===== src/hdl/tctt_pkg.sv =====
`timescale 1ns / 1ps
`default_nettype none

package tctt_pkg;

	// 273.15 K in Q16.16
	localparam logic [24:0] KELV_Q16 = 25'd17901158;
	// kelvin magnitude clamp, Q16.16
	localparam logic [27:0] KMAX_Q16 = 28'hFFFFFFF;
	localparam logic [15:0] CODE_LIMIT = 16'h4000;
	localparam logic signed [30:0] OUT_MAX = 31'sd524287;
	localparam logic signed [30:0] OUT_MIN = -31'sd524288;

	// square root pipeline: two result bits per stage, 32 bits of root
	localparam int SQ_STAGES = 16;

	typedef enum logic [2:0] {
		REG_CODE_OFFSET    = 3'd0,
		REG_SLOPE_NORM     = 3'd1,
		REG_INTERCEPT_NORM = 3'd2,
		REG_HALF_RATIO     = 3'd3,
		REG_ENV_DIVIDEND   = 3'd4,
		REG_ENV_DIVISOR    = 3'd5,
		REG_OUT_GAIN       = 3'd6,
		REG_OUT_OFFSET     = 3'd7
	} cfg_reg_t;

	typedef struct packed {
		logic [15:0] code_offset;
		logic [31:0] slope_norm;
		logic [31:0] intercept_norm;
		logic [31:0] half_ratio;
		logic [47:0] env_dividend;
		logic [31:0] env_divisor;
		logic [15:0] out_gain;
		logic [23:0] out_offset;
	} cfg_t;

	// per-beat control traveling with the data
	typedef struct packed {
		logic vld;
		logic err;
	} beat_t;

	typedef struct packed {
		logic [33:0] rem;
		logic [31:0] root;
	} sq_t;

	// one restoring square root iteration
	function automatic sq_t sq_step(input sq_t cur, input logic [1:0] bits);
		logic [35:0] r2;
		logic [35:0] trial;
		sq_t nxt;
		r2 = {cur.rem, bits};
		trial = {2'b00, cur.root, 2'b01};
		if (r2 >= trial) begin
			nxt.rem = 34'(r2 - trial);
			nxt.root = {cur.root[30:0], 1'b1};
		end else begin
			nxt.rem = r2[33:0];
			nxt.root = {cur.root[30:0], 1'b0};
		end
		return nxt;
	endfunction

endpackage

`default_nettype wire


===== src/hdl/tctt_out.sv =====
`timescale 1ns / 1ps
`default_nettype none

module tctt_out import tctt_pkg::*; (
	input  wire logic        clk,
	input  wire logic        arst_n,
	input  wire logic        en,
	input  wire cfg_t        cfg,
	input  wire beat_t       in_beat,
	input  wire logic [31:0] root,
	output logic             result_valid,
	output logic [19:0]      temperature,
	output logic             range_error
);

	beat_t              beat_s10;
	logic signed [50:0] v_s10;

	logic signed [33:0] t_n;
	logic [51:0]        vr;
	logic signed [30:0] res;
	logic signed [30:0] sat;

	assign t_n = $signed({2'b00, root}) - $signed({9'd0, KELV_Q16});

	// round half up from Q.30 to 1/256 degC
	assign vr  = {v_s10[50], v_s10} + 52'h0000000200000;
	assign res = $signed({vr[51], vr[51:22]})
		+ $signed({{7{cfg.out_offset[23]}}, cfg.out_offset});

	always_comb begin
		priority if (res > OUT_MAX) begin
			sat = OUT_MAX;
		end else if (res < OUT_MIN) begin
			sat = OUT_MIN;
		end else begin
			sat = res;
		end
	end

	always_ff @(posedge clk or negedge arst_n) begin
		if (!arst_n) begin
			beat_s10     <= '0;
			result_valid <= 1'b0;
		end else if (en) begin
			beat_s10     <= in_beat;
			result_valid <= beat_s10.vld;
		end
	end

	always_ff @(posedge clk) begin
		if (en) begin
			v_s10       <= t_n * $signed({1'b0, cfg.out_gain});
			range_error <= beat_s10.err;
			temperature <= beat_s10.err ? 20'd0 : sat[19:0];
		end
	end

endmodule

`default_nettype wire


===== config.mk =====
export PLATFORM = sky130hd
export DESIGN_NAME = tctt_out
export DESIGN_NICKNAME = d
export VERILOG_FILES = /design/src/hdl/tctt_pkg.sv /design/src/hdl/tctt_out.sv
export SDC_FILE = /design/constraint.sdc
export NUM_CORES = 1
export LEC_CHECK = 0
export BUFFER_PORTS_ARGS = -buffer_cell sky130_fd_sc_hd__buf_2
export CAP_MARGIN = 20
export CORE_ASPECT_RATIO = 1.1
export CORE_MARGIN = 2
export CORE_UTILIZATION = 27
export CTS_CLUSTER_SIZE = 30
export DETAILED_ROUTE_END_ITERATION = 8
export SETUP_SLACK_MARGIN = 0.3
export SYNTH_ARGS = -nofsm -noshare
export SYNTH_HDL_FRONTEND = slang
export SYNTH_SLANG_ARGS = --single-unit

===== constraint.sdc =====
create_clock -name clk -period 5.65 [get_ports clk]
set_input_delay 1.13 -clock clk [delete_from_list [all_inputs] [get_ports clk]]
set_output_delay 1.13 -clock clk [all_outputs]
set_load 0.02 [all_outputs]

==> impl_metrics.csv <==
group,metric,value,unit
clocking,h-tree-depth,2,
synthesis,netlist_area,22210,um^2
synthesis,synth_most_common_cell,"inv_1",
sta,period_minus_slack,8.132,ns
sta,fmax,0.1230,GHz
sta,grt_setup_unrepaired,"yes",
synthesis,yosys-top-cells-area,"fa_1, inv_1, ha_1, edfxtp_1, and2_1",
route,vias,17150,
worst_setup_path,reg2reg_from,"v_s10[30]",
worst_setup_path,slowest_stage,"fa_1",
global_route,gr-total-overflow,0,
worst_setup_path,crit_start,"root[1]",
finish,nNetsFinal,3764,
worst_setup_path,max_stage_delay,0.52,ns
finish,drive_gt1_share,24.67,%
synthesis,yosysSeqAreaShare,7.099,%
clocking,numCtsBuffers,5,
finish,fin_util,34.54,%
finish,n_fill_cell,8342,
worst_setup_path,crit_path_start_kind,"input pin",
clocking,holdBufCountCts,0,
floorplan,initial_core_util,27.21,%
synthesis,yosysTopAreaCellShare,45.25,%
global_route,grt_start_max_net_pins,55,
clocking,cts_tree,"yes",
worst_setup_path,crit_fanout,10,
synthesis,ys_warn_count,0,
global_route,grt_pass1_vias,18480,
synthesis,yosys-top-cells-count,"inv_1, fa_1, nand2_1",
clocking,cts_num_sinks,53,
floorplan,core,81620,um^2
outcome,violations,"setup timing",
route,routedWlPerCell,15.00,um
sta,fin_crit_sh,143.9,%
route,drc,0,
floorplan,dieArea,84570,um^2
sta,setup_ws,-2.482,ns
route,drtIter0Drc,749,
worst_setup_path,end_kind,"register",
global_route,antenna_found_initial,10,
synthesis,synth_cell_type_count,72,
global_route,grt_usage,14.22,%
finish,regArea,1577,um^2
floorplan,die_h,304.8,um
sta,worst_slew_pin_slew,0.6956,ns
synthesis,synth_seq_cells,53,
synthesis,yosys.area.top_type,"fa_1",
sta,relSlewSlack,53.62,%
route,drt_wl_total,58680,um
synthesis,avgSynthCellArea,9.054,um^2
worst_setup_path,worstPathRequired,5.71,ns
synthesis,syn-num-nets,3372,
finish,area_growth,26.95,%
clocking,clockRootBuffer,"clkbuf_16",
synthesis,synth_edf_count,50,
floorplan,die_x,277.5,um
synthesis,synth-async-reset-ratio,5.660,%
min_path,min_from,"beat_s10[1]",
global_route,grt_pass1_wl,96710,um
placed_design,port_buffers,98,
sta,clock_skew,0.004542,ns
route,drtPass1Iterations,5,
route,ant_nets,0,
min_path,holdCritPathClass,"reg2reg",
route,vias_per_cell,4.383,
sta,setup_viol,29,
floorplan,ios,291,
clocking,clk_pin_slew,0.07,ns
clocking,worst_skew_pair.late_latency,0.30,ns
outcome,status,"finished, violations left",
placed_design,hpwl,51520,um
synthesis,synthFlopType,"edfxtp_1",
floorplan,core.rowCount,110,
worst_setup_path,path_class,"in2reg",
synthesis,synthCells,2453,
sta,finalMaxSlewViolations,0,
finish,multi_input_area,19190,um^2
clocking,clk_path_buf_depth,2,
job,drv_cap,0,
worst_setup_path,crit_arrival,8.19,ns
sta,finalHoldViolCount,0,
placed_design,gp_congestion,0.8670,
final timing paths:
kind                            cells after the start               to  slack, ns
worst max-delay path                               34        v_s10[46]      -2.48
worst min-delay path                                1     result_valid       0.51
worst max register to register                     17  temperature[18]       0.71
worst min register to register                      1     result_valid       0.51
max in group asynchronous                           1      beat_s10[0]       4.94
min in group asynchronous                           1     result_valid       0.61
final cells by class:
cell class              instances  share of cell area (%)
clock inverters                 3                 0.08876
flip-flops and latches         53                   5.592
diodes                          3                 0.02663
inverters                     556                   7.402
clock buffers                   5                  0.4438
repair buffers                480                   13.67
well taps                    1064                   4.722
multi-input cells            1749                   68.05
per-stage QoR:
| stage | instances | hold WS (ns) | TNS, ns | cell area (um^2) | worst slack (ns) |
|---|---|---|---|---|---|
| global placement | 3833 | 0.4854 | -78.05 | 26560 | -2.982 |
| finish | 3913 | 0.5111 | -63.24 | 28190 | -2.482 |
| detailed placement | 3833 | 0.4915 | -80.51 | 26560 | -3.068 |
| CTS | 3896 | 0.5119 | -63.38 | 27800 | -2.440 |
| global route | 3912 | 0.5232 | -72.57 | 28190 | -2.834 |
| floorplan | 2453 | 0.4447 | -60.41 | 22540 | -2.405 |
logic make-up (layout without fill, tap and decap cells):
family | Yosys count | count (layout) | synth area share (%)
muxes | 2 | 2 | 0.1014
and+or+nand+nor | 769 | 769 | 16.81
xor gates and xnor gates | 104 | 104 | 4.237
DFF | 53 | 53 | 7.099
buffers and inverters | 651 | 1044 | 11.18
adders and majority gates | 650 | 650 | 53.59
AOI/OAI and AO/OA | 224 | 224 | 6.986
other | 0 | 3 | 0
critical path: cells and delay by family:
| family | cells | cell delay, ns |
|---|---|---|
| xor gates and xnor gates | 2 | 0.26 |
| AOI/OAI and AO/OA | 10 | 1.96 |
| buffers and inverters | 11 | 1.25 |
| adders and majority gates | 8 | 3.39 |
| and+or+nand+nor | 3 | 0.20 |
registers in the layout, summed over array words and instances, names as in the netlist:
name          flops
temperature      20
result_valid      1
range_error       1
v_s10            29
beat_s10          2
cells in the final DEF, fill, tap and decap left out, types with 16 or more instances in the layout:
cell	count
a21oi_1	41
a21oi_2	17
and2_1	209
buf_12	24
buf_2	97
buf_4	312
buf_6	45
edfxtp_1	50
fa_1	478
fa_2	24
ha_1	123
ha_4	24
inv_1	528
inv_2	28
nand2_1	344
nand2_2	17
nand2b_1	16
nand3_1	21
nor2_1	47
nor2b_1	19
nor3_1	17
o21ai_0	26
o31ai_1	16
xnor2_1	52
xor2_1	36
metal layers:
layer | up-vias | global-route usage, % | wire length (um)
met5 | - | 0 | 92
met4 | 14 | 3.488 | 1328
met3 | 78 | 2.008 | 2481
met2 | 288 | 24.59 | 28760
met1 | 8571 | 18.70 | 26010
li1 | 8198 | - | -
what timing repair did:
action / 4_1_cts / 5_1_grt
gates cloned: 2 / 1
setup endpoints to repair: 29 / 29
pin swaps: 112 / 59
buffers inserted: 53 / 13
resized for setup: 168 / 63
Power is left out: the tool's default activity adds up to more than one toggle a clock period on the data nets, which glitch-free logic cannot reach.
