File: config.mk
export PLATFORM = sky130hd
export DESIGN_NAME = tctt_sqrt
export DESIGN_NICKNAME = d
export VERILOG_FILES = /design/src/hdl/tctt_pkg.sv /design/src/hdl/tctt_sqrt.sv
export SDC_FILE = /design/constraint.sdc
export NUM_CORES = 2
export LEC_CHECK = 0
export ABC_CLOCK_PERIOD_IN_PS = 8090
export CORE_MARGIN = 8
export CORE_UTILIZATION = 47
export DETAILED_ROUTE_END_ITERATION = 8
export DONT_BUFFER_PORTS = 1
export GPL_TIMING_DRIVEN = 1
export SETUP_SLACK_MARGIN = 0.3
export SLEW_MARGIN = 20
export SYNTH_ARGS = -nofsm -noshare
export SYNTH_HDL_FRONTEND = slang
export SYNTH_SLANG_ARGS = --single-unit
File: constraint.sdc
create_clock -name clk -period 8.09 [get_ports clk]
set_clock_uncertainty 0.2 [all_clocks]
set_input_delay 0.4045 -clock clk [delete_from_list [all_inputs] [get_ports clk]]
set_output_delay 0.4045 -clock clk [all_outputs]
set_load 0.02 [all_outputs]
File: src/hdl/tctt_pkg.sv
`timescale 1ns / 1ps
`default_nettype none

package tctt_pkg;

	// 273.15 K in Q16.16
	localparam logic [24:0] KELV_Q16 = 25'd17901158;
	// kelvin magnitude clamp, Q16.16
	localparam logic [27:0] KMAX_Q16 = 28'hFFFFFFF;
	localparam logic [15:0] CODE_LIMIT = 16'h4000;
	localparam logic signed [30:0] OUT_MAX = 31'sd524287;
	localparam logic signed [30:0] OUT_MIN = -31'sd524288;

	// square root pipeline: two result bits per stage, 32 bits of root
	localparam int SQ_STAGES = 16;

	typedef enum logic [2:0] {
		REG_CODE_OFFSET    = 3'd0,
		REG_SLOPE_NORM     = 3'd1,
		REG_INTERCEPT_NORM = 3'd2,
		REG_HALF_RATIO     = 3'd3,
		REG_ENV_DIVIDEND   = 3'd4,
		REG_ENV_DIVISOR    = 3'd5,
		REG_OUT_GAIN       = 3'd6,
		REG_OUT_OFFSET     = 3'd7
	} cfg_reg_t;

	typedef struct packed {
		logic [15:0] code_offset;
		logic [31:0] slope_norm;
		logic [31:0] intercept_norm;
		logic [31:0] half_ratio;
		logic [47:0] env_dividend;
		logic [31:0] env_divisor;
		logic [15:0] out_gain;
		logic [23:0] out_offset;
	} cfg_t;

	// per-beat control traveling with the data
	typedef struct packed {
		logic vld;
		logic err;
	} beat_t;

	typedef struct packed {
		logic [33:0] rem;
		logic [31:0] root;
	} sq_t;

	// one restoring square root iteration
	function automatic sq_t sq_step(input sq_t cur, input logic [1:0] bits);
		logic [35:0] r2;
		logic [35:0] trial;
		sq_t nxt;
		r2 = {cur.rem, bits};
		trial = {2'b00, cur.root, 2'b01};
		if (r2 >= trial) begin
			nxt.rem = 34'(r2 - trial);
			nxt.root = {cur.root[30:0], 1'b1};
		end else begin
			nxt.rem = r2[33:0];
			nxt.root = {cur.root[30:0], 1'b0};
		end
		return nxt;
	endfunction

endpackage

`default_nettype wire

File: src/hdl/tctt_sqrt.sv
`timescale 1ns / 1ps
`default_nettype none

module tctt_sqrt import tctt_pkg::*; (
	input  wire logic        clk,
	input  wire logic        arst_n,
	input  wire logic        en,
	input  wire beat_t       in_beat,
	input  wire logic [63:0] radicand,
	output beat_t            out_beat,
	output logic [31:0]      root
);

	beat_t       beat_s [SQ_STAGES];
	logic [63:0] rad_s  [SQ_STAGES];
	sq_t         acc_s  [SQ_STAGES];

	for (genvar g = 0; g < SQ_STAGES; g++) begin : g_stage
		beat_t       b_in;
		logic [63:0] r_in;
		sq_t         a_in;
		sq_t         a_mid;
		sq_t         a_out;

		if (g == 0) begin : g_first
			assign b_in = in_beat;
			assign r_in = radicand;
			assign a_in = '0;
		end else begin : g_next
			assign b_in = beat_s[g-1];
			assign r_in = rad_s[g-1];
			assign a_in = acc_s[g-1];
		end

		assign a_mid = sq_step(a_in, r_in[63:62]);
		assign a_out = sq_step(a_mid, r_in[61:60]);

		always_ff @(posedge clk or negedge arst_n) begin
			if (!arst_n) begin
				beat_s[g] <= '0;
			end else if (en) begin
				beat_s[g] <= b_in;
			end
		end

		always_ff @(posedge clk) begin
			if (en) begin
				rad_s[g] <= {r_in[59:0], 4'b0000};
				acc_s[g] <= a_out;
			end
		end
	end

	assign out_beat = beat_s[SQ_STAGES-1];
	assign root     = acc_s[SQ_STAGES-1].root;

endmodule

`default_nettype wire

==> Flow_metrics.wiki <==
{| class="wikitable"
! Metric !! Value
|-
| Number of warning messages in the yosys log || 0
|-
| Proportion of register bits with asynchronous set or reset after synthesis || 2.52%
|-
| Antenna violations before repair || 10
|-
| Clock tree buffer depth || 3
|-
| Die ar. || 187000 um2
|-
| Final number of max-transition violations || 0
|-
| Standard cell area after detailed placement || 83700 um2
|-
| Global-route usage over all layers || 21.5%
|-
| Wire length per cell after detailed routing || 20.0 um
|-
| H-tree Lvls || 4
|-
| Wire length of the first global-routing pass || 322000 um
|-
| X dimension of the die || 432 um
|-
| Maximum number of pins on one net before global-route repair || 971
|-
| Leakage power of the design || 0.0351 uW
|-
| Final global-route overflow total || 0
|-
| Cell area power density || 325 nW/um2
|-
| Post-synth top area share || 45.7%
|-
| Vias in the first global route || 58300
|-
| Avg Synthesized Cell Area || 10.3 um2
|-
| CTS root buffer || clkbuf_16
|-
| Vert. Die Dim || 432 um
|-
| Initial Util || 47.4%
|-
| Setup crit start kind || flip-flop
|-
| Seq cells post-synth || 1271
|-
| RSZ-0062 raised after global routing || false
|-
| Top flip-flop cell by instance count after synthesis || edfxtp_1
|-
| Setup-violating endpoint count in the final report || 0
|-
| Number of flops mapped to enable cells by yosys || 1239
|-
| Maximum clock frequency || 138 MHz
|-
| Via total after detailed routing || 60300
|-
| Cell chain of the critical path || or4_1 > or4_1 > o41ai_1 > nor4_1 > and2_1 > nand2_1 > a21oi_1 > ha_1 > nand3_1 > o41ai_1 > a221oi_1 > o21a_1 > nand4_1 > buf_4 > nand3_1 > nor3_1 > xnor2_1
|-
| Area Overhead vs Synth || 10.4%
|-
| 1st-pass router iterations || 6
|-
| Global placement routability congestion || 0.906
|-
| Most common cell in the netlist || edfxtp_1
|-
| Sequential fraction of the synthesis area || 46.7%
|-
| WS Path Type || flip-flop to flip-flop
|-
| Final setup TNS || 0 ns
|-
| Core utilization of the finished layout || 52.3%
|-
| Final Cycle Share || 89.3%
|-
| TritonCTS Buffers || 144
|-
| Adder-cell area share of the yosys netlist || 8.59%
|-
| Total detailed-routing wirelength || 209000 um
|-
| Simple-Gate Fraction of Synth Area || 14.8%
|-
| Number of library cell types mapped by synthesis || 99
|-
| First-iteration detailed-routing DRC count || 4621
|-
| Post-synth top area cell || edfxtp_1
|-
| Worst IR drop on VDD || 0.000232 V
|-
| Most used standard cells in the synthesized netlist || edfxtp_1, a21oi_1, nand2_1
|-
| Clock latency reported for the late side of the worst-skew pair || 0.80 ns
|-
| Post-synthesis compound-gate area fraction || 15.7%
|-
| Portion of netlist area occupied by mux cells || 2.16%
|-
| Area of all placed cells without fillers || 89800 um2
|-
| Synth area leaders || edfxtp_1, ha_1, xnor2_1
|-
| Routed Antenna Nets || 0
|-
| DP HPWL || 158000 um
|-
| Headroom to the max-slew limit || 23.5%
|-
| Post-CTS repair timing setup buffer count || 0
|-
| Xor/xnor cell area share of the yosys netlist || 8.52%
|-
| Pwr Total || 29200 uW
|-
| Final critical path time including I/O delays and setup || 7.22 ns
|-
| Cell Area, Synth || 81400 um2
|-
| Fraction of final layout cells with drive strength greater than 1 || 6.31%
|-
| CTS tree || built
|-
| Logic depth of the worst register-to-register path || 17
|-
| Max FO, Critical Path || 20
|-
| CP Capture Type || flip-flop
|-
| Run status || finished, final reports clean
|-
| Max-cap violations || 0
|-
| Area of the core || 172000 um2
|-
| Number of primary I/O pins || 103
|-
| Peak per-stage delay on the critical path || 0.81 ns
|-
| Worst Hold Class || primary input to flip-flop
|-
| Clock-pin slew reported for the worst setup and hold paths after clock tree synthesis || 0.06 ns
|-
| Dominant combinational cell family by area after synthesis || compound AO/OA/AOI/OAI gates
|-
| Arrival @ worst endpoint || 7.54 ns
|-
| Instance count of the mapped netlist || 7926
|-
| Count of buffers inserted at the top-level ports || 0
|-
| Critical Path RT || 8.41 ns
|-
| Clock Sinks || 1271
|-
| Number of nets in the layout || 8642
|-
| Number of fillers in the final layout || 15400
|-
| Drt drc || 0
|-
| Min Hold Slack || 0.0141 ns
|-
| Core Rows || 152
|-
| Cells on Worst Hold Path || 1
|-
| Crit path max-delay cell type || o41ai_1
|-
| Final hold vios || 0
|-
| Slew @ Worst Pin || 1.15 ns
|-
| Post-detailed-route via-to-cell ratio || 5.78
|}
[cells in the final DEF (no fill, tap or decap), drive strengths merged, types with 120 or more instances in the layout]
cell type and count:
edfxtp 1239, xnor2 488, nand2 622, nand3 186, a21oi 643, ha 558
mux2 131, o21ai 377, nor3 196, inv 484, nor2 611, xor2 304
dlygate4sd3 120, clkbuf 173, a21o 274
[state kept, by name, summed over array words and instances (netlist names)]
name	cells
acc_s	759
rad_s	480
beat_s	30
out_beat	2
[power breakdown]
group	switching, uW	internal [uW]	total [uW]
clock	2680	3750	6430
sequential	944	8840	9780
combinational	7640	5340	13000
[metrics by stage]
step                setup slack (ns)  std cells
finish                         0.867      10400
global route                   0.351      10400
CTS                            0.967      10400
detailed placement              1.01      10000
global placement                1.04      10000
floorplan                       1.55       7928
[per-layer routing]
layer / wire length [um] / GRT usage [%] / up-vias
met2: 101000 / 36.9 / 1552
met5: 27 / 0 / -
li1: - / - / 29600
met1: 88700 / 27.1 / 28800
met4: 9520 / 9.23 / 4
met3: 10100 / 3.17 / 435
[worst paths after layout]
path                               startpoint            end  slack (ns)
worst max-delay path            acc_s[0][238]  acc_s[0][321]        0.87
worst min-delay path                       en   rad_s[0][32]        0.01
worst max register to register  acc_s[0][238]  acc_s[0][321]        0.87
worst min register to register  rad_s[0][288]  rad_s[0][352]        0.20
max in group asynchronous              arst_n     beat_s[22]        7.05
min in group asynchronous              arst_n    out_beat[1]        0.48
[repair_timing]
item,CTS,global route
gates resized for setup,0,0
hold endpoints to repair,320,131
hold buffers,123,2
[critical path, delay by kind of cell (launching register included)]
kind / cells / cell delay, ns
xor gates and xnor gates: 1 / 0.11
DFF: 1 / 0.46
and+or+nand+nor: 9 / 3.19
adders and majority gates: 1 / 0.41
buffers and inverters: 1 / 0.26
AOI/OAI and AO/OA: 5 / 2.29
[final cells by class]
type,count,area [um2],area share [%]
multi-input cells,5937,40600,45.2
flip-flops and latches,1271,38000,42.3
diodes,4,10.0,0.0111
repair buffers,185,1870,2.09
well taps,2310,2890,3.22
clock inverters,83,816,0.908
inverters,476,1790,1.99
clock buffers,173,3840,4.27
[kinds of logic after synthesis]
group / Yosys count
XOR/XNOR: 792
other: 1
AO/OA/AOI/OAI: 1995
multiplexers: 159
buffers and inverters: 720
AND/OR/NAND/NOR: 2429
flip-flops: 1271
adder cells (fa/ha/maj): 559
Power figures use the tool's default switching activity.
